===== config.mk =====
export PLATFORM = sky130hd
export DESIGN_NAME = sfdl_regs
export DESIGN_NICKNAME = d
export VERILOG_FILES = /design/src/hw/rtl/sfdl_pkg.sv /design/src/hw/rtl/sfdl_regs.sv
export SDC_FILE = /design/constraint.sdc
export NUM_CORES = 1
export LEC_CHECK = 0
export BUFFER_PORTS_ARGS = -buffer_cell sky130_fd_sc_hd__buf_2
export CORE_UTILIZATION = 35
export CTS_CLUSTER_SIZE = 10
export DETAILED_ROUTE_END_ITERATION = 7
export PLACE_DENSITY_LB_ADDON = 0.2
export RECOVER_POWER = 25
export SLEW_MARGIN = 20
export SYNTH_ARGS = -nofsm -noshare
export SYNTH_HDL_FRONTEND = slang
export SYNTH_SLANG_ARGS = --single-unit

===== constraint.sdc =====
create_clock -name clk_i -period 1.6 [get_ports clk_i]
set_input_delay 0.08 -clock clk_i [delete_from_list [all_inputs] [get_ports clk_i]]
set_output_delay 0.08 -clock clk_i [all_outputs]
set_load 0.01 [all_outputs]

===== src/hw/rtl/sfdl_pkg.sv =====
`default_nettype none

package sfdl_pkg;

  localparam int DEF_RING_DEPTH  = 32768;
  localparam int DEF_SAMPLE_BITS = 24;

  localparam int DELAY_W   = 16;
  localparam int GAIN_W    = 15;
  localparam int COEF_W    = 16;
  // Multiplier coefficient operand: wide enough for a signed coefficient
  // and for an unsigned gain extended with a zero sign bit.
  localparam int OPND_W    = 17;
  localparam int FRAC_BITS = 14;

  localparam int APB_AW = 5;
  localparam int APB_DW = 32;

  localparam logic [DELAY_W-1:0]       DELAY_RST     = 16'd22050;
  localparam logic [GAIN_W-1:0]        PRE_GAIN_RST  = 15'd12288;
  localparam logic [GAIN_W-1:0]        FB_GAIN_RST   = 15'd16368;
  localparam logic [GAIN_W-1:0]        WET_GAIN_RST  = 15'd16384;
  localparam logic signed [COEF_W-1:0] COEF_X0_RST   = 16'sd2904;
  localparam logic signed [COEF_W-1:0] COEF_X1_RST   = 16'sd5808;
  localparam logic signed [COEF_W-1:0] COEF_Y1_RST   = -16'sd8335;
  localparam logic signed [COEF_W-1:0] COEF_Y2_RST   = 16'sd3567;

  typedef enum logic [2:0] {
    REG_DELAY_LENGTH,
    REG_PRE_GAIN,
    REG_FEEDBACK_GAIN,
    REG_WET_GAIN,
    REG_COEF_X0_X2,
    REG_COEF_X1,
    REG_COEF_Y1,
    REG_COEF_Y2
  } reg_idx_e;

  typedef struct packed {
    logic [GAIN_W-1:0]        pre_gain;
    logic [GAIN_W-1:0]        feedback_gain;
    logic [GAIN_W-1:0]        wet_gain;
    logic signed [COEF_W-1:0] coef_x0_x2;
    logic signed [COEF_W-1:0] coef_x1;
    logic signed [COEF_W-1:0] coef_y1;
    logic signed [COEF_W-1:0] coef_y2;
  } cfg_t;

  typedef enum logic {
    ST_IDLE,
    ST_RUN
  } state_e;

  // One entry per cycle of the frame schedule; STEP_OUT holds until the
  // output register is free. Left and right alternate on the shared
  // multiplier; the product is registered and accumulated one step later.
  typedef enum logic [4:0] {
    STEP_PRE_L,
    STEP_PRE_R,
    STEP_FB_L,
    STEP_FB_R,
    STEP_X1_L,
    STEP_X1_R,
    STEP_X2_L,
    STEP_X2_R,
    STEP_Y1_L,
    STEP_Y1_R,
    STEP_Y2_L,
    STEP_Y2_R,
    STEP_MIX_L,
    STEP_MIX_R,
    STEP_ACC_R,
    STEP_WET_L,
    STEP_WET_R,
    STEP_ROUND_L,
    STEP_ROUND_R,
    STEP_OUT
  } step_e;

  typedef struct packed {
    logic  load;
    logic  run;
    step_e step;
  } mac_ctl_t;

endpackage

`default_nettype wire


===== src/hw/rtl/sfdl_regs.sv =====
`default_nettype none

module sfdl_regs #(
  parameter int RING_DEPTH = sfdl_pkg::DEF_RING_DEPTH
) (
  input  logic                           clk_i,
  input  logic                           rst_ni,
  input  logic                           psel_i,
  input  logic                           penable_i,
  input  logic                           pwrite_i,
  input  logic [sfdl_pkg::APB_AW-1:0]    paddr_i,
  input  logic [sfdl_pkg::APB_DW-1:0]    pwdata_i,
  output logic [sfdl_pkg::APB_DW-1:0]    prdata_o,
  output logic                           pready_o,
  output sfdl_pkg::cfg_t                 cfg_o,
  output logic [$clog2(RING_DEPTH)-1:0]  dmod_o,
  output logic                           busy_o
);
  import sfdl_pkg::*;

  localparam int AW    = $clog2(RING_DEPTH);
  localparam int MW    = DELAY_W + AW + 1;
  localparam int CNT_W = $clog2(DELAY_W);
  localparam logic [DELAY_W-1:0] DMOD_RST = DELAY_W'(int'(DELAY_RST) % RING_DEPTH);
  localparam logic [CNT_W-1:0]   CNT_TOP  = CNT_W'(DELAY_W - 1);

  logic [DELAY_W-1:0] delay_q;
  cfg_t               cfg_q;
  logic [DELAY_W-1:0] rem_q;
  logic [CNT_W-1:0]   cnt_q;
  logic               busy_q;
  logic               wr_en;
  reg_idx_e           idx;
  logic [MW-1:0]      shifted;

  assign wr_en    = psel_i && penable_i && pwrite_i;
  assign idx      = reg_idx_e'(paddr_i[4:2]);
  assign pready_o = 1'b1;
  assign cfg_o    = cfg_q;
  assign dmod_o   = rem_q[AW-1:0];
  assign busy_o   = busy_q;

  always_ff @(posedge clk_i or negedge rst_ni) begin
    if (!rst_ni) begin
      delay_q             <= DELAY_RST;
      cfg_q.pre_gain      <= PRE_GAIN_RST;
      cfg_q.feedback_gain <= FB_GAIN_RST;
      cfg_q.wet_gain      <= WET_GAIN_RST;
      cfg_q.coef_x0_x2    <= COEF_X0_RST;
      cfg_q.coef_x1       <= COEF_X1_RST;
      cfg_q.coef_y1       <= COEF_Y1_RST;
      cfg_q.coef_y2       <= COEF_Y2_RST;
    end else if (wr_en) begin
      unique case (idx)
        REG_DELAY_LENGTH:  delay_q             <= pwdata_i[DELAY_W-1:0];
        REG_PRE_GAIN:      cfg_q.pre_gain      <= pwdata_i[GAIN_W-1:0];
        REG_FEEDBACK_GAIN: cfg_q.feedback_gain <= pwdata_i[GAIN_W-1:0];
        REG_WET_GAIN:      cfg_q.wet_gain      <= pwdata_i[GAIN_W-1:0];
        REG_COEF_X0_X2:    cfg_q.coef_x0_x2    <= pwdata_i[COEF_W-1:0];
        REG_COEF_X1:       cfg_q.coef_x1       <= pwdata_i[COEF_W-1:0];
        REG_COEF_Y1:       cfg_q.coef_y1       <= pwdata_i[COEF_W-1:0];
        REG_COEF_Y2:       cfg_q.coef_y2       <= pwdata_i[COEF_W-1:0];
        default: ;
      endcase
    end
  end

  // The delay is reduced modulo the ring depth by restoring subtraction,
  // one shifted multiple of the depth per cycle, after each write to it.
  assign shifted = MW'(RING_DEPTH) << cnt_q;

  always_ff @(posedge clk_i or negedge rst_ni) begin
    if (!rst_ni) begin
      rem_q  <= DMOD_RST;
      cnt_q  <= '0;
      busy_q <= 1'b0;
    end else if (wr_en && idx == REG_DELAY_LENGTH) begin
      rem_q  <= pwdata_i[DELAY_W-1:0];
      cnt_q  <= CNT_TOP;
      busy_q <= 1'b1;
    end else if (busy_q) begin
      if (MW'(rem_q) >= shifted) begin
        rem_q <= rem_q - shifted[DELAY_W-1:0];
      end
      if (cnt_q == '0) begin
        busy_q <= 1'b0;
      end else begin
        cnt_q <= cnt_q - CNT_W'(1);
      end
    end
  end

  always_comb begin
    unique case (idx)
      REG_DELAY_LENGTH:  prdata_o = APB_DW'(delay_q);
      REG_PRE_GAIN:      prdata_o = APB_DW'(cfg_q.pre_gain);
      REG_FEEDBACK_GAIN: prdata_o = APB_DW'(cfg_q.feedback_gain);
      REG_WET_GAIN:      prdata_o = APB_DW'(cfg_q.wet_gain);
      REG_COEF_X0_X2:    prdata_o = APB_DW'($unsigned(cfg_q.coef_x0_x2));
      REG_COEF_X1:       prdata_o = APB_DW'($unsigned(cfg_q.coef_x1));
      REG_COEF_Y1:       prdata_o = APB_DW'($unsigned(cfg_q.coef_y1));
      REG_COEF_Y2:       prdata_o = APB_DW'($unsigned(cfg_q.coef_y2));
      default:           prdata_o = '0;
    endcase
  end

endmodule

`default_nettype wire


Word-level counts from Yosys, hierarchy flattened
Index checks and enable logic that the tools add are counted.

Register bits: 146. Output and inout bits: 158. Logic and storage cells: 50.

Shift operators: 1. Mux-type cells: 10. Reductions and logical operators: 17. Add/subtract/negate cells: 2. $lt $le $gt $ge: 1. Equality and inequality tests: 8.

Operators with widths (number): 32-bit case mux with 8 select lines (1); 16-bit 2-to-1 mux (3); 16-bit by 32-bit greater-or-equal comparator with 1-bit output (1); 16-bit by 4-bit << shifter with 32-bit output (first input constant) (1); 2-bit AND reduction (10); 16-bit subtractor (1); 3-bit equality test (second input constant) (4); 4-bit 2-to-1 mux (3); 3-bit by 2-bit equality test with 1-bit output (second input constant) (2); 4-bit zero test (1); 2-bit nonzero test (2); 4-bit by 1-bit subtractor with 4-bit output (second input constant) (1); 3-bit by 1-bit equality test with 1-bit output (second input constant) (1); 1-bit logical AND (3); 3-bit zero test (1); 1-bit 2-to-1 mux (3); 2-bit != test (second input constant) (1).

Longest topological paths before layout
Depth in word-level cells: 5. Gate-level depth with buffers: 7.

Worst setup path before layout
No wires, ideal clock.

Path kind: register -> register. From: register cnt_q[0]. To: register cnt_q[0]. Slack: 0.118 ns. Path buffers: 0. Cell stages (with the launch flop): 7. Period minus slack after synthesis: 1.482 ns. Data required time: 1.477 ns. Arrival time: 1.359 ns. Cell sequence: dfrtp_1 -> inv_1 -> ha_1 -> or3b_2 -> nand2_1 -> xnor2_1 -> nand2_1.

Cells in the longest elaborated chain, start to end: 4.

Ends and longest elaborated chain: from (decl) (line sfdl_regs.sv:30) `logic [CNT_W-1:0] cnt_q;`; from (signal assigned) (line sfdl_regs.sv:88) `cnt_q <= cnt_q - CNT_W'(1);`; 4-bit by 1-bit subtractor with 4-bit output (line sfdl_regs.sv:88); 4-bit 2-to-1 mux (line sfdl_regs.sv:85) `if (cnt_q == '0) begin`; 4-bit 2-to-1 mux (line sfdl_regs.sv:81) `end else if (busy_q) begin`; 4-bit 2-to-1 mux (line sfdl_regs.sv:77) `end else if (wr_en && idx == REG_DELAY_LENGTH) begin`.

Several ways; a longest one is shown, not always the timed one. The select of a mux whose other input is x is not followed. A chain may end at the register's enable or synchronous reset.

Worst setup path in the final report
From: register cfg_q (netlist bit cfg_o[71]). To: output prdata_o[7] in the netlist's numbering.

Cells in the longest elaborated chain, start to end: 1.

Ends and longest elaborated chain: from (decl) (line sfdl_regs.sv:28) `cfg_t cfg_q;`; 32-bit case mux with 8 select lines (line sfdl_regs.sv:94) `unique case (idx)`; to (decl) (line sfdl_regs.sv:13) `output logic [sfdl_pkg::APB_DW-1:0] prdata_o,`.

Every way passes these cells. The select of a mux whose other input is x is not followed.

==> impl_metrics.tcl <==
set metrics [dict create \
    fmax_mhz 559 \
    die-area_mm2 0.0201 \
    drtAntennaViolNets 0 \
    finalHoldViolCount 0 \
    reg2reg_slack_ps 130 \
    drv_cap 0 \
    io_buffers 164 \
    min_from "paddr_i[3]" \
    fin_hold_ws_ps 273 \
    end_kind "primary output" \
    grt_overflow 0 \
    cts_tree "built" \
    die_y_um 142 \
    grt_max_degree 58 \
    clk_path_buf_depth 2 \
    min_path_cells 5 \
    die_w_um 142 \
    nets 859 \
    synth_top_area_frac 0.318 \
    synth_edf_count 0 \
    failed_checks "negative setup slack" \
    drc 0 \
    finalSetupViolations 15 \
    hpwl_um 14600 \
    dp_slack_ps -28.7 \
    maxSlewViolCount 0 \
    cts_root_buf "clkbuf_16" \
    drtPass1Iterations 6 \
    vias_per_cell 4.90 \
    grt_pass1_vias 5405 \
    post-route-period-util 1.12 \
    crit_required_ps 1520 \
    yosysWarnings 0 \
    tightestPinTransition_ps 1080 \
    area_growth_pct 35.0 \
    synthAdderAreaFrac 0.00366 \
    cts_sinks 145 \
    numCtsBuffers 17 \
    syn_area_per_cell_um2 11.6 \
    muxShareOfSynthArea 0.213 \
    critPathKind "reg2out" \
    synth-seq-cells 145 \
    power_density_mw_per_mm2 1370 \
    ys_top_cells_by_count "nand2_1, mux2_2, dfrtp_1, dfstp_2, buf_4" \
    slew_headroom 0.281 \
    coreArea_mm2 0.0190 \
    syn_inst 590 \
    routed-via-count 5328 \
    antenna_found_initial 0 \
    start_kind "flip-flop" \
    ir_worst_vdd_mv 0.767 \
    critical_path_arrival_ps 1710 \
    dp.cells 1015 \
    clk_latency_ps 420 \
    reg2reg_from "cnt_q[1]" \
    rsz0062_at_grt "true" \
    io_pins 200 \
    grt_usage 0.214 \
    ys_async_sr_fraction 1.00 \
    slowest_delay_ps 370 \
    layout.cells.non_filler 1088 \
    finalWorstSetupSlack_ps -189 \
    grt_first_pass_wirelength_um 31700 \
    synth_area_mm2 0.00684 \
    synth_top_family_by_area "multiplexers" \
    drt-total-wl_um 20700 \
    gp_congestion 0.800 \
    synth.area.top_cells "dfrtp_1, dfstp_2, mux2_2" \
    worstPathCellList "mux2_2 -> a22o_1 -> a221oi_2 -> nor2_1 -> buf_2" \
    synth-compound-area-share 0.0633 \
    fillCellCount 1752 \
    whs_endpoint "cfg_o[59]" \
    synth-xor-area-share 0.00384 \
    ys.flop_type "dfrtp_1" \
    yosysMostFrequentCell "nand2_1" \
    yosys.area_share.simple 0.108 \
    crit_slowest_cell "dfrtp_1" \
    htreeDepth 4 \
    run_status "finished with violations" \
    start_util 0.361 \
    r2r-end "cnt_q[2]" \
    diodes 0 \
    finClkSkew_ps 2.23 \
    ys_types 41 \
    wl_per_cell_um 19.0 \
    drt_iter0_drc 269 \
    leakage_nw 4.60 \
    num_rows 50 \
    synth_seq_area_share 0.541 \
    min_period_ps 1790 \
    path_clk_slew_ps 60 \
    rr_worst_depth 6 \
    path_max_fanout 2 \
    finalSetupTns_ps -1030 \
    hold_path_class "in2reg" \
    yosys.area.top_type "dfrtp_1" \
    drive_gt1_frac 0.547 \
]
-- power by group --
part           switching [mW]  internal (mW)  total [mW]
logic                    1.52           1.50        3.01
clock network            1.51           2.93        4.45
registers               0.565           4.64        5.21
total                    3.60           9.07        12.7
-- logic make-up (layout without fill, tap and decap cells) --
group,Yosys count,count (layout)
mux,127,127
flops,145,145
fa+ha+maj,2,2
simple gates,171,171
buf+inv,77,300
compound gates,63,63
xor+xnor,3,3
other cells,2,17
-- metal layers --
metal | global-route usage | up-vias | routed length, um | part of all wire
met3 | 0.0429 | 23 | 1070 | 0.052
met2 | 0.361 | 178 | 10400 | 0.50
li1 | - | 2435 | - | -
met5 | 0 | - | 0 | 0
met1 | 0.271 | 2692 | 8870 | 0.43
met4 | 0.0826 | 0 | 398 | 0.019
-- worst max path at each step --
stage	end	from	slack [ps]
after global routing	prdata_o[7]	cfg_o[71]	-260
after CTS	prdata_o[7]	cfg_o[71]	-240
after floorplan	cnt_q[0]	cnt_q[0]	120
final	prdata_o[7]	cfg_o[71]	-190
after detailed placement	cfg_o[62]	paddr_i[4]	-30
after global placement	cfg_o[62]	paddr_i[4]	20
-- stage by stage --
stage / power [mW] / utilization / cell area [um^2]
after floorplan: 6.79 / - / 6890
after global placement: 7.91 / 0.429 / 8130
after detailed placement: 8.01 / 0.429 / 8130
after CTS: 12.8 / 0.485 / 9200
after global routing: 13.3 / 0.487 / 9230
final: 12.7 / 0.487 / 9230
-- timing repair --
action,CTS,global route
hold buffers,17,0
setup endpoints to repair,16,20
gates resized for setup,18,12
pin swaps,26,11
endpoints found under the hold margin,195,0
buffers inserted,21,3
-- layout make-up --
cell class	instances	area [um^2]	share of cell area
clock buffer	23	488	0.0529
tap	260	325	0.0352
timing repair buffer	253	1630	0.176
clock inverter	9	176	0.0191
sequential	145	3700	0.401
inverter	15	56.3	0.00610
multi-input combinational	383	2860	0.309
-- placed cells by master, fill, tap and decap left out, drive strengths merged, types with 2 or more instances in the layout --
cell type and count:
a211o 3, a21oi 13, a221o 3, a221oi 7
a222oi 2, a22o 10, buf 234, bufinv 5
clkbuf 25, clkinv 2, conb 17, dfrtp 87
dfstp 58, dlygate4sd3 17, ha 2, inv 16
mux2 106, mux2i 17, mux4 4, nand2 107
nand2b 3, nand3 6, nor2 39, nor2b 8
nor3 3, o21ai 17, o221ai 2, o22ai 3
xor2 2
-- flip-flops by register name, summed over array words and instances, names as in the netlist --
register  count
delay_q      16
cfg_o       109
rem_q        15
busy_o        1
cnt_q         4
-- critical path, delay by kind of cell (launching register included) --
family / cells / cell delay [ps]
muxes: 1 / 270
and+or+nand+nor: 1 / 80
DFF: 1 / 370
AOI/OAI and AO/OA: 2 / 420
buffers and inverters: 1 / 140
Power figures use the tool's default switching activity.
