`src/hw/rtl/sfdl_pkg.sv`:
```
`default_nettype none

package sfdl_pkg;

  localparam int DEF_RING_DEPTH  = 32768;
  localparam int DEF_SAMPLE_BITS = 24;

  localparam int DELAY_W   = 16;
  localparam int GAIN_W    = 15;
  localparam int COEF_W    = 16;
  // Multiplier coefficient operand: wide enough for a signed coefficient
  // and for an unsigned gain extended with a zero sign bit.
  localparam int OPND_W    = 17;
  localparam int FRAC_BITS = 14;

  localparam int APB_AW = 5;
  localparam int APB_DW = 32;

  localparam logic [DELAY_W-1:0]       DELAY_RST     = 16'd22050;
  localparam logic [GAIN_W-1:0]        PRE_GAIN_RST  = 15'd12288;
  localparam logic [GAIN_W-1:0]        FB_GAIN_RST   = 15'd16368;
  localparam logic [GAIN_W-1:0]        WET_GAIN_RST  = 15'd16384;
  localparam logic signed [COEF_W-1:0] COEF_X0_RST   = 16'sd2904;
  localparam logic signed [COEF_W-1:0] COEF_X1_RST   = 16'sd5808;
  localparam logic signed [COEF_W-1:0] COEF_Y1_RST   = -16'sd8335;
  localparam logic signed [COEF_W-1:0] COEF_Y2_RST   = 16'sd3567;

  typedef enum logic [2:0] {
    REG_DELAY_LENGTH,
    REG_PRE_GAIN,
    REG_FEEDBACK_GAIN,
    REG_WET_GAIN,
    REG_COEF_X0_X2,
    REG_COEF_X1,
    REG_COEF_Y1,
    REG_COEF_Y2
  } reg_idx_e;

  typedef struct packed {
    logic [GAIN_W-1:0]        pre_gain;
    logic [GAIN_W-1:0]        feedback_gain;
    logic [GAIN_W-1:0]        wet_gain;
    logic signed [COEF_W-1:0] coef_x0_x2;
    logic signed [COEF_W-1:0] coef_x1;
    logic signed [COEF_W-1:0] coef_y1;
    logic signed [COEF_W-1:0] coef_y2;
  } cfg_t;

  typedef enum logic {
    ST_IDLE,
    ST_RUN
  } state_e;

  // One entry per cycle of the frame schedule; STEP_OUT holds until the
  // output register is free. Left and right alternate on the shared
  // multiplier; the product is registered and accumulated one step later.
  typedef enum logic [4:0] {
    STEP_PRE_L,
    STEP_PRE_R,
    STEP_FB_L,
    STEP_FB_R,
    STEP_X1_L,
    STEP_X1_R,
    STEP_X2_L,
    STEP_X2_R,
    STEP_Y1_L,
    STEP_Y1_R,
    STEP_Y2_L,
    STEP_Y2_R,
    STEP_MIX_L,
    STEP_MIX_R,
    STEP_ACC_R,
    STEP_WET_L,
    STEP_WET_R,
    STEP_ROUND_L,
    STEP_ROUND_R,
    STEP_OUT
  } step_e;

  typedef struct packed {
    logic  load;
    logic  run;
    step_e step;
  } mac_ctl_t;

endpackage

`default_nettype wire

```
`src/hw/rtl/sfdl_mac.sv`:
```
`default_nettype none

module sfdl_mac #(
  parameter int SAMPLE_BITS = sfdl_pkg::DEF_SAMPLE_BITS
) (
  input  logic                          clk_i,
  input  logic                          rst_ni,
  input  sfdl_pkg::mac_ctl_t            ctl_i,
  input  sfdl_pkg::cfg_t                cfg_i,
  input  logic signed [SAMPLE_BITS-1:0] left_in_i,
  input  logic signed [SAMPLE_BITS-1:0] right_in_i,
  input  logic [2*SAMPLE_BITS-1:0]      tap_raw_i,
  input  logic                          tap_ok_i,
  input  logic                          tap_eq_i,
  output logic [2*SAMPLE_BITS-1:0]      wr_data_o,
  output logic signed [SAMPLE_BITS-1:0] left_out_o,
  output logic signed [SAMPLE_BITS-1:0] right_out_o
);
  import sfdl_pkg::*;

  localparam int SB    = SAMPLE_BITS;
  localparam int PW    = OPND_W + SB;
  localparam int ACC_W = PW + 1;
  localparam int QW    = ACC_W - FRAC_BITS;
  localparam logic signed [ACC_W-1:0] ROUND_HALF = ACC_W'(2 ** (FRAC_BITS - 1));
  localparam logic [SB-1:0] SMAX = {1'b0, {(SB - 1){1'b1}}};
  localparam logic [SB-1:0] SMIN = {1'b1, {(SB - 1){1'b0}}};

  function automatic logic signed [SB-1:0] round_sat(input logic signed [ACC_W-1:0] a);
    logic signed [ACC_W-1:0] t;
    logic [QW-1:0]           q;
    logic [SB-1:0]           r;
    t = a + ROUND_HALF;
    q = t[ACC_W-1:FRAC_BITS];
    if (&q[QW-1:SB-1] || ~|q[QW-1:SB-1]) begin
      r = q[SB-1:0];
    end else if (q[QW-1]) begin
      r = SMIN;
    end else begin
      r = SMAX;
    end
    return r;
  endfunction

  function automatic logic signed [SB-1:0] sat_add(input logic signed [SB-1:0] a,
                                                   input logic signed [SB-1:0] b);
    logic [SB:0]   s;
    logic [SB-1:0] r;
    s = {a[SB-1], a} + {b[SB-1], b};
    if (s[SB] != s[SB-1]) begin
      r = s[SB] ? SMIN : SMAX;
    end else begin
      r = s[SB-1:0];
    end
    return r;
  endfunction

  function automatic logic signed [OPND_W-1:0] gain_op(input logic [GAIN_W-1:0] g);
    return {{(OPND_W - GAIN_W){1'b0}}, g};
  endfunction

  function automatic logic signed [OPND_W-1:0] coef_op(input logic signed [COEF_W-1:0] c);
    return {{(OPND_W - COEF_W){c[COEF_W-1]}}, c};
  endfunction

  logic signed [SB-1:0]     in_l_q, in_r_q;
  logic signed [SB-1:0]     tap_l, tap_r, wsrc_l, wsrc_r;
  logic signed [OPND_W-1:0] op_a;
  logic signed [SB-1:0]     op_b;
  logic signed [PW-1:0]     prod_d, prod_q;
  logic signed [ACC_W-1:0]  prod_ext;
  logic signed [ACC_W-1:0]  acc_l_q, acc_r_q;
  logic signed [SB-1:0]     mix_l_q, mix_r_q;
  logic signed [SB-1:0]     y_l_q, y_r_q;
  logic signed [SB-1:0]     w_l_q, w_r_q;
  logic signed [SB-1:0]     x1_l_q, x2_l_q, y1_l_q, y2_l_q;
  logic signed [SB-1:0]     x1_r_q, x2_r_q, y1_r_q, y2_r_q;

  // Entries never written since reset read as zero.
  assign tap_l = tap_ok_i ? tap_raw_i[SB-1:0]      : '0;
  assign tap_r = tap_ok_i ? tap_raw_i[2*SB-1:SB]   : '0;
  // With a zero delay the output tap is the sample just written.
  assign wsrc_l = tap_eq_i ? y_l_q : tap_l;
  assign wsrc_r = tap_eq_i ? y_r_q : tap_r;

  always_ff @(posedge clk_i) begin
    if (ctl_i.load) begin
      in_l_q <= left_in_i;
      in_r_q <= right_in_i;
    end
  end

  always_comb begin
    op_a = '0;
    op_b = '0;
    unique case (ctl_i.step)
      STEP_PRE_L: begin op_a = gain_op(cfg_i.pre_gain);      op_b = in_l_q;  end
      STEP_PRE_R: begin op_a = gain_op(cfg_i.pre_gain);      op_b = in_r_q;  end
      STEP_FB_L:  begin op_a = gain_op(cfg_i.feedback_gain); op_b = tap_l;   end
      STEP_FB_R:  begin op_a = gain_op(cfg_i.feedback_gain); op_b = tap_r;   end
      STEP_X1_L:  begin op_a = coef_op(cfg_i.coef_x1);       op_b = x1_l_q;  end
      STEP_X1_R:  begin op_a = coef_op(cfg_i.coef_x1);       op_b = x1_r_q;  end
      STEP_X2_L:  begin op_a = coef_op(cfg_i.coef_x0_x2);    op_b = x2_l_q;  end
      STEP_X2_R:  begin op_a = coef_op(cfg_i.coef_x0_x2);    op_b = x2_r_q;  end
      STEP_Y1_L:  begin op_a = coef_op(cfg_i.coef_y1);       op_b = y1_l_q;  end
      STEP_Y1_R:  begin op_a = coef_op(cfg_i.coef_y1);       op_b = y1_r_q;  end
      STEP_Y2_L:  begin op_a = coef_op(cfg_i.coef_y2);       op_b = y2_l_q;  end
      STEP_Y2_R:  begin op_a = coef_op(cfg_i.coef_y2);       op_b = y2_r_q;  end
      STEP_MIX_L: begin op_a = coef_op(cfg_i.coef_x0_x2);    op_b = mix_l_q; end
      STEP_MIX_R: begin op_a = coef_op(cfg_i.coef_x0_x2);    op_b = mix_r_q; end
      STEP_WET_L: begin op_a = gain_op(cfg_i.wet_gain);      op_b = wsrc_l;  end
      STEP_WET_R: begin op_a = gain_op(cfg_i.wet_gain);      op_b = wsrc_r;  end
      default: begin
        op_a = '0;
        op_b = '0;
      end
    endcase
  end

  assign prod_d   = op_a * op_b;
  assign prod_ext = {prod_q[PW-1], prod_q};

  always_ff @(posedge clk_i) begin
    prod_q <= prod_d;
  end

  always_ff @(posedge clk_i) begin
    if (ctl_i.run) begin
      case (ctl_i.step) inside
        STEP_PRE_R, STEP_X1_R, STEP_WET_R:                   acc_l_q <= prod_ext;
        STEP_FB_R, STEP_X2_R, STEP_Y1_R, STEP_Y2_R, STEP_MIX_R:
          acc_l_q <= acc_l_q + prod_ext;
        default: ;
      endcase
      case (ctl_i.step) inside
        STEP_FB_L, STEP_X2_L, STEP_ROUND_L:                  acc_r_q <= prod_ext;
        STEP_X1_L, STEP_Y1_L, STEP_Y2_L, STEP_MIX_L, STEP_ACC_R:
          acc_r_q <= acc_r_q + prod_ext;
        default: ;
      endcase
    end
  end

  always_ff @(posedge clk_i) begin
    if (ctl_i.run) begin
      case (ctl_i.step)
        STEP_X1_R:    mix_l_q <= round_sat(acc_l_q);
        STEP_X2_L:    mix_r_q <= round_sat(acc_r_q);
        STEP_ACC_R:   y_l_q   <= round_sat(acc_l_q);
        STEP_WET_L:   y_r_q   <= round_sat(acc_r_q);
        STEP_ROUND_L: w_l_q   <= round_sat(acc_l_q);
        STEP_ROUND_R: w_r_q   <= round_sat(acc_r_q);
        default: ;
      endcase
    end
  end

  // Filter histories move on once both channels have used them.
  always_ff @(posedge clk_i or negedge rst_ni) begin
    if (!rst_ni) begin
      x1_l_q <= '0;
      x2_l_q <= '0;
      y1_l_q <= '0;
      y2_l_q <= '0;
      x1_r_q <= '0;
      x2_r_q <= '0;
      y1_r_q <= '0;
      y2_r_q <= '0;
    end else if (ctl_i.run && ctl_i.step == STEP_WET_R) begin
      x2_l_q <= x1_l_q;
      x1_l_q <= mix_l_q;
      y2_l_q <= y1_l_q;
      y1_l_q <= y_l_q;
      x2_r_q <= x1_r_q;
      x1_r_q <= mix_r_q;
      y2_r_q <= y1_r_q;
      y1_r_q <= y_r_q;
    end
  end

  assign wr_data_o   = {y_r_q, y_l_q};
  assign left_out_o  = sat_add(in_l_q, w_l_q);
  assign right_out_o = sat_add(in_r_q, w_r_q);

endmodule

`default_nettype wire

```
`config.mk`:
```
export PLATFORM = sky130hd
export DESIGN_NAME = sfdl_mac
export DESIGN_NICKNAME = d
export VERILOG_FILES = /design/src/hw/rtl/sfdl_pkg.sv /design/src/hw/rtl/sfdl_mac.sv
export SDC_FILE = /design/constraint.sdc
export NUM_CORES = 2
export LEC_CHECK = 0
export ABC_AREA = 1
export BUFFER_PORTS_ARGS = -buffer_cell sky130_fd_sc_hd__buf_2
export CAP_MARGIN = 10
export CORE_UTILIZATION = 50
export CTS_CLUSTER_DIAMETER = 150
export DETAILED_ROUTE_END_ITERATION = 6
export PLACE_DENSITY = 0.76
export SETUP_SLACK_MARGIN = 0.1
export SLEW_MARGIN = 25
export SYNTH_ARGS = -nofsm -noshare
export SYNTH_HDL_FRONTEND = slang
export SYNTH_SLANG_ARGS = --single-unit
```
`constraint.sdc`:
```
create_clock -name clk_i -period 6.8 [get_ports clk_i]
set_input_delay 0.68 -clock clk_i [delete_from_list [all_inputs] [get_ports clk_i]]
set_output_delay 0.68 -clock clk_i [all_outputs]
set_load 0.005 [all_outputs]
```
[Word level (Yosys, flattened, before mapping)]
Index checks and enable logic that the tools add are counted.
Storage, ports and cells
  flip-flop bits (word level): 509
  input port bits: 216
  output and inout bits: 96
Operators by class
  multiplexer cells: 18
  reduce and logical (&&, ||, !) cells: 31
  equal/unequal tests: 20
  multiply operators: 1
  $add $sub $neg: 6
Operators with widths (count)
  case mux 24 bit (16 select lines): 1
  two-way mux 24 bit: 12
  two-way mux 42 bit: 4
  case mux 17 bit (7 select lines): 1
  adder 42 x 15 -> 42 bit, second input constant: 2
  adder 42 x 41 -> 42 bit: 2
  adder 24 x 24 -> 25 bit: 2
  multiplier 17 x 24 -> 41 bit: 1
  equality test 5 x 4 -> 1 bit, second input constant: 8
  equality test 5 x 3 -> 1 bit, second input constant: 4
  OR reduction 5 bit: 4
  AND reduction 2 bit: 8
  equality test 5 bit, second input constant: 3
  OR reduction 2 bit: 6
  equality test 5 x 2 -> 1 bit, second input constant: 2
  AND reduction 5 bit: 2
  OR reduction 3 bit: 2
  equality test 5 x 1 -> 1 bit, second input constant: 1
  logical NOT 5 bit: 1
  nonzero test 2 bit: 2
  OR reduction 4 bit: 1
  logical NOT 1 bit: 2
  logical OR 1 bit: 2
  != test 1 bit: 2
  logical AND 1 bit: 1

[Logic depth before layout (Yosys ltp)]
  depth after elaboration: 5
  gate-level depth with buffers: 36
  gate-level depth less buffers: 34

[Worst setup path before layout]
No wires, ideal clock.
  path kind: input -> register
  from: input ctl_i[1] (netlist bit)
  to: register prod_q[40]
  arrival time: 6522 ps
  library setup time: 114 ps
  required time: 6686 ps
  slack: 164 ps
  stages: 31
  path through: buf_4 > nor2_4 > nand3_1 > buf_4 > nand2_2 > buf_4 > nand2_1 > nand4_1 > nor2_1 > buf_2 > inv_2 > nand2_1 > fa_1 > inv_1 > fa_1 > fa_1 > fa_1 > fa_1 > inv_1 > fa_1 > inv_1 > ha_1 > nand2_1 > nor2_1 > inv_1 > nor2_1 > inv_1 > nor2_1 > nand4_1 > nand4_1 > nand2_1
Between the ends
  word-level cells in the longest chain between the ends: 4
  elaborated cells on any way between the ends: 26
  those cells by class: mul: 1; eq/ne: 15; mux: 2; reduce/logical: 8
RTL lines
  from (decl): RTL line sfdl_mac.sv:8  | input sfdl_pkg::mac_ctl_t ctl_i,
  equality test 5 x 3 -> 1 bit (tied with other cells): RTL line sfdl_mac.sv:96  | unique case (ctl_i.step)
  OR reduction 4 bit (no source line) / OR reduction 2 bit (equally long branches)
  case mux 17 bit (7 select lines): RTL line sfdl_mac.sv:96
  multiplier 17 x 24 -> 41 bit *: RTL line sfdl_mac.sv:120  | assign prod_d = op_a * op_b;
  via prod_d[40]: RTL line sfdl_mac.sv:70  | logic signed [PW-1:0] prod_d, prod_q;
  to (signal assigned): RTL line sfdl_mac.sv:124  | prod_q <= prod_d;
  to (decl): RTL line sfdl_mac.sv:70
Mark *: on every way through the listed nets, which the timed path passes. The rest lies on a longest branch.
A chain may end at the register's enable or synchronous reset.

[Worst setup path after layout]
  from: input ctl_i[3] (netlist bit)
  to: register prod_q[21]
Same word-level chain as after synthesis.

==> metrics <==
sequential cell area=13,900 µm²; 1st-pass router iterations=7; Synth async-reset ratio=37.7%; Critical Path RT=7360 ps; CTS tree=done; core footprint=95,300 µm²; Crit-path slowest cell=fa_1; number of synthesized flops with an enable pin=276; status=finished, violations left; Cell variety after synth=53; Placed Instance Area=55,600 µm²; PD cells=300 nW/µm²; Worst-path clk slew=70 ps; IO Port Bufs=311; DIE WIDTH=313 µm; clock sink count=509; CTS root buffer=clkbuf_16; Hold WC Path Type=input port to asynchronous set/reset pin; delay of the slowest cell on the worst path=530 ps; syn nets=7,293; Max-Cap Viols=0; DRT Wirelength=184,000 µm; pin count of the biggest net entering global routing=152; Worst-Margin Slew=958 ps; final hold violation count=5; synthesized instance count=6,441; I/O Pins=312; average size of a mapped cell=7.50 µm²; Syn Std Cell Area=48,300 µm²; Reg2Reg Setup Slack=210 ps; vias per inst=5.54; CTS Hold Bufs=0; post-synth top area share=17.2%; Die Area=97,900 µm²; non-filler cells, final=8,593; Ys Warns=0; minimum clock period=6630 ps; Clock Tree Buf Depth=3; placed insts=8,413; Seq/Total Area, Yosys=28.8%; Final ANT Viol Nets=0; RePlAce Congestion=1.11; vias=47.6k; final net count=8,129; Post-DP HPWL=150,000 µm; Layout Skew=34.3 ps; failing checks=DRC, hold timing; largest area contributor in the netlist=edfxtp_1; arrival time at the worst endpoint=7190 ps; post-synthesis compound-gate area fraction=8.66%; Inserted Clock Buffers=58; final period utilization=97.5%; initial antenna violation count=2; post-synthesis simple-gate area fraction=26.6%; maximum fanout along the worst path=7; Final Max Slew Viols=0; GRT overflow=0; GRT Util Overall=36.7%; main combinational cell family by area after synthesis=simple AND/OR/NAND/NOR gates; Design Area, Final=60,100 µm²; startpoint types=input port; number of global-route vias before repair=45.6k; Residual DRC=3; mux cell area share after synthesis=0.653%; first-pass GRT wire length=272,000 µm; cell mode on critical path=fa_1; multi-input combinational cell area=31,000 µm²; RSZ-0062 raised after global routing=yes; Row Count=113; relative slew slack=36.1%; biggest regs=acc_l_q: 42 flops, acc_r_q: 42 flops, prod_q: 41 flops; later-pin clock latency in the skew report=670 ps; synth cell count leaders=1,878 x nand2_1, 1,045 x inv_1, 744 x nor2_1; VDD IR-drop max=0.250 mV; share of post-route cells with drive strength above 1=19.2%; Initial Util=50.7%; Die H=313 µm; Leak=30.6 nW; CP Class=input port to flip-flop; # setup viols final=0; top post-synthesis cells by area=edfxtp_1 17%, fa_1 17%, nand2_1 15%; Yosys reg bits=509; WHS=-5.44 ps; Adder-Cell Fraction of Synth Area=22.8%; FMAX=151 MHz; WL/cell=21.4 µm; initial detailed-routing violation count=5,454; crit end category=flip-flop; ys flop type=edfxtp_1; Syn-to-layout area delta=24.3%; H-tree level count=2; fill count=8,455; count leader, synth=nand2_1; xor and xnor area share after synthesis=2.52%
## layer usage
| metal | track usage, % | up-vias | share of wire [%] |
|---|---|---|---|
| met4 | 17.4 | 0 | 5.9 |
| met5 | 0 | - | 0 |
| met2 | 57.8 | 2650 | 45 |
| met3 | 6.47 | 484 | 10 |
| li1 | - | 22000 | - |
| met1 | 49.1 | 22500 | 39 |
## final cells by class
type / count / share of cell area, %
well taps: 1265 / 2.64
flip-flops and latches: 509 / 23.2
diodes: 1 / 0.00417
clock buffers: 63 / 2.50
clock inverters: 47 / 1.20
multi-input cells: 4695 / 51.6
repair buffers: 948 / 12.2
inverters: 1065 / 6.75
## report_power, final
| part | leakage (nW) | switching [mW] | internal (mW) |
|---|---|---|---|
| Combinational | 24.4 | 5.98 | 3.83 |
| Clock | 1.07 | 1.49 | 2.17 |
| Sequential | 5.19 | 0.650 | 3.91 |
## worst max-delay path: cells and delay by family
| family | cells | cell delay, ps |
|---|---|---|
| compound gates | 2 | 250 |
| xor+xnor | 1 | 210 |
| fa+ha+maj | 7 | 3380 |
| buf+inv | 14 | 1500 |
| simple gates | 10 | 1130 |
## worst paths after layout
| kind | from | endpoint | cells after the start |
|---|---|---|---|
| worst max-delay path | ctl_i[3] | prod_q[21] | 34 |
| worst min-delay path | rst_ni | y1_r_q[15] | 1 |
| worst max register to register | in_l_q[19] | prod_q[33] | 28 |
| worst min register to register | x2_r_q[15] | x2_r_q[15] | 2 |
| max in group asynchronous | rst_ni | x1_r_q[7] | 2 |
| min in group clk_i | right_in_i[1] | in_r_q[1] | 1 |
## through the flow
step / setup slack [ps] / power, mW / setup TNS (ps) / utilization [%]
after CTS: 86.0 / 17.1 / 0 / 61.0
after detailed placement: -1030 / 13.3 / -21040 / 58.4
after global placement: -1190 / 13.3 / -22480 / 58.4
final: 172 / 18.0 / 0 / 63.0
after floorplan: 164 / 9.78 / 0 / -
after global routing: -7.75 / 19.2 / -13.5 / 63.0
## cells in the final DEF, fill, tap and decap left out, types with 13 or more instances in the layout
cell type,netlist,final
nor2_1,744,672
nor3_1,70,53
dfrtp_1,192,192
ha_4,0,26
inv_1,1045,1019
a21oi_2,0,26
fa_1,406,393
nand2_1,1878,1846
a22o_1,26,26
buf_6,2,28
nand4_1,89,89
mux2_2,28,28
o21ai_0,291,260
xnor2_1,47,45
nand2_2,3,27
clkbuf_16,0,63
nand3_1,276,270
xor2_1,92,92
nor3_2,3,13
o22ai_1,57,47
buf_4,18,547
nor2_4,11,28
inv_2,20,29
nor2_2,9,64
o21bai_1,22,22
buf_2,76,305
fa_2,0,13
dfxtp_1,41,41
buf_12,0,61
ha_1,230,204
a21oi_1,259,230
o21ai_1,3,28
edfxtp_1,276,276
nand3b_1,26,26
a211oi_1,21,15
clkinvlp_4,0,13
bufinv_16,0,14
a22oi_1,28,24
## cell families (layout without fill, tap and decap cells)
logic type	Yosys count	in the layout
simple gates	3146	3146
xor+xnor	139	139
other cells	0	1
buf+inv	1237	2123
mux	28	28
compound gates	746	746
fa+ha+maj	636	636
flops	509	509
## repair_timing
item | CTS | global route
setup endpoints to repair | 27 | 29
gates resized for setup | 40 | 335
cloned | 0 | 6
pin swaps | 12 | 105
setup buffers | 20 | 43
endpoints found under the hold margin | 0 | 0
No activity file was read; power rests on OpenSTA's default activity.
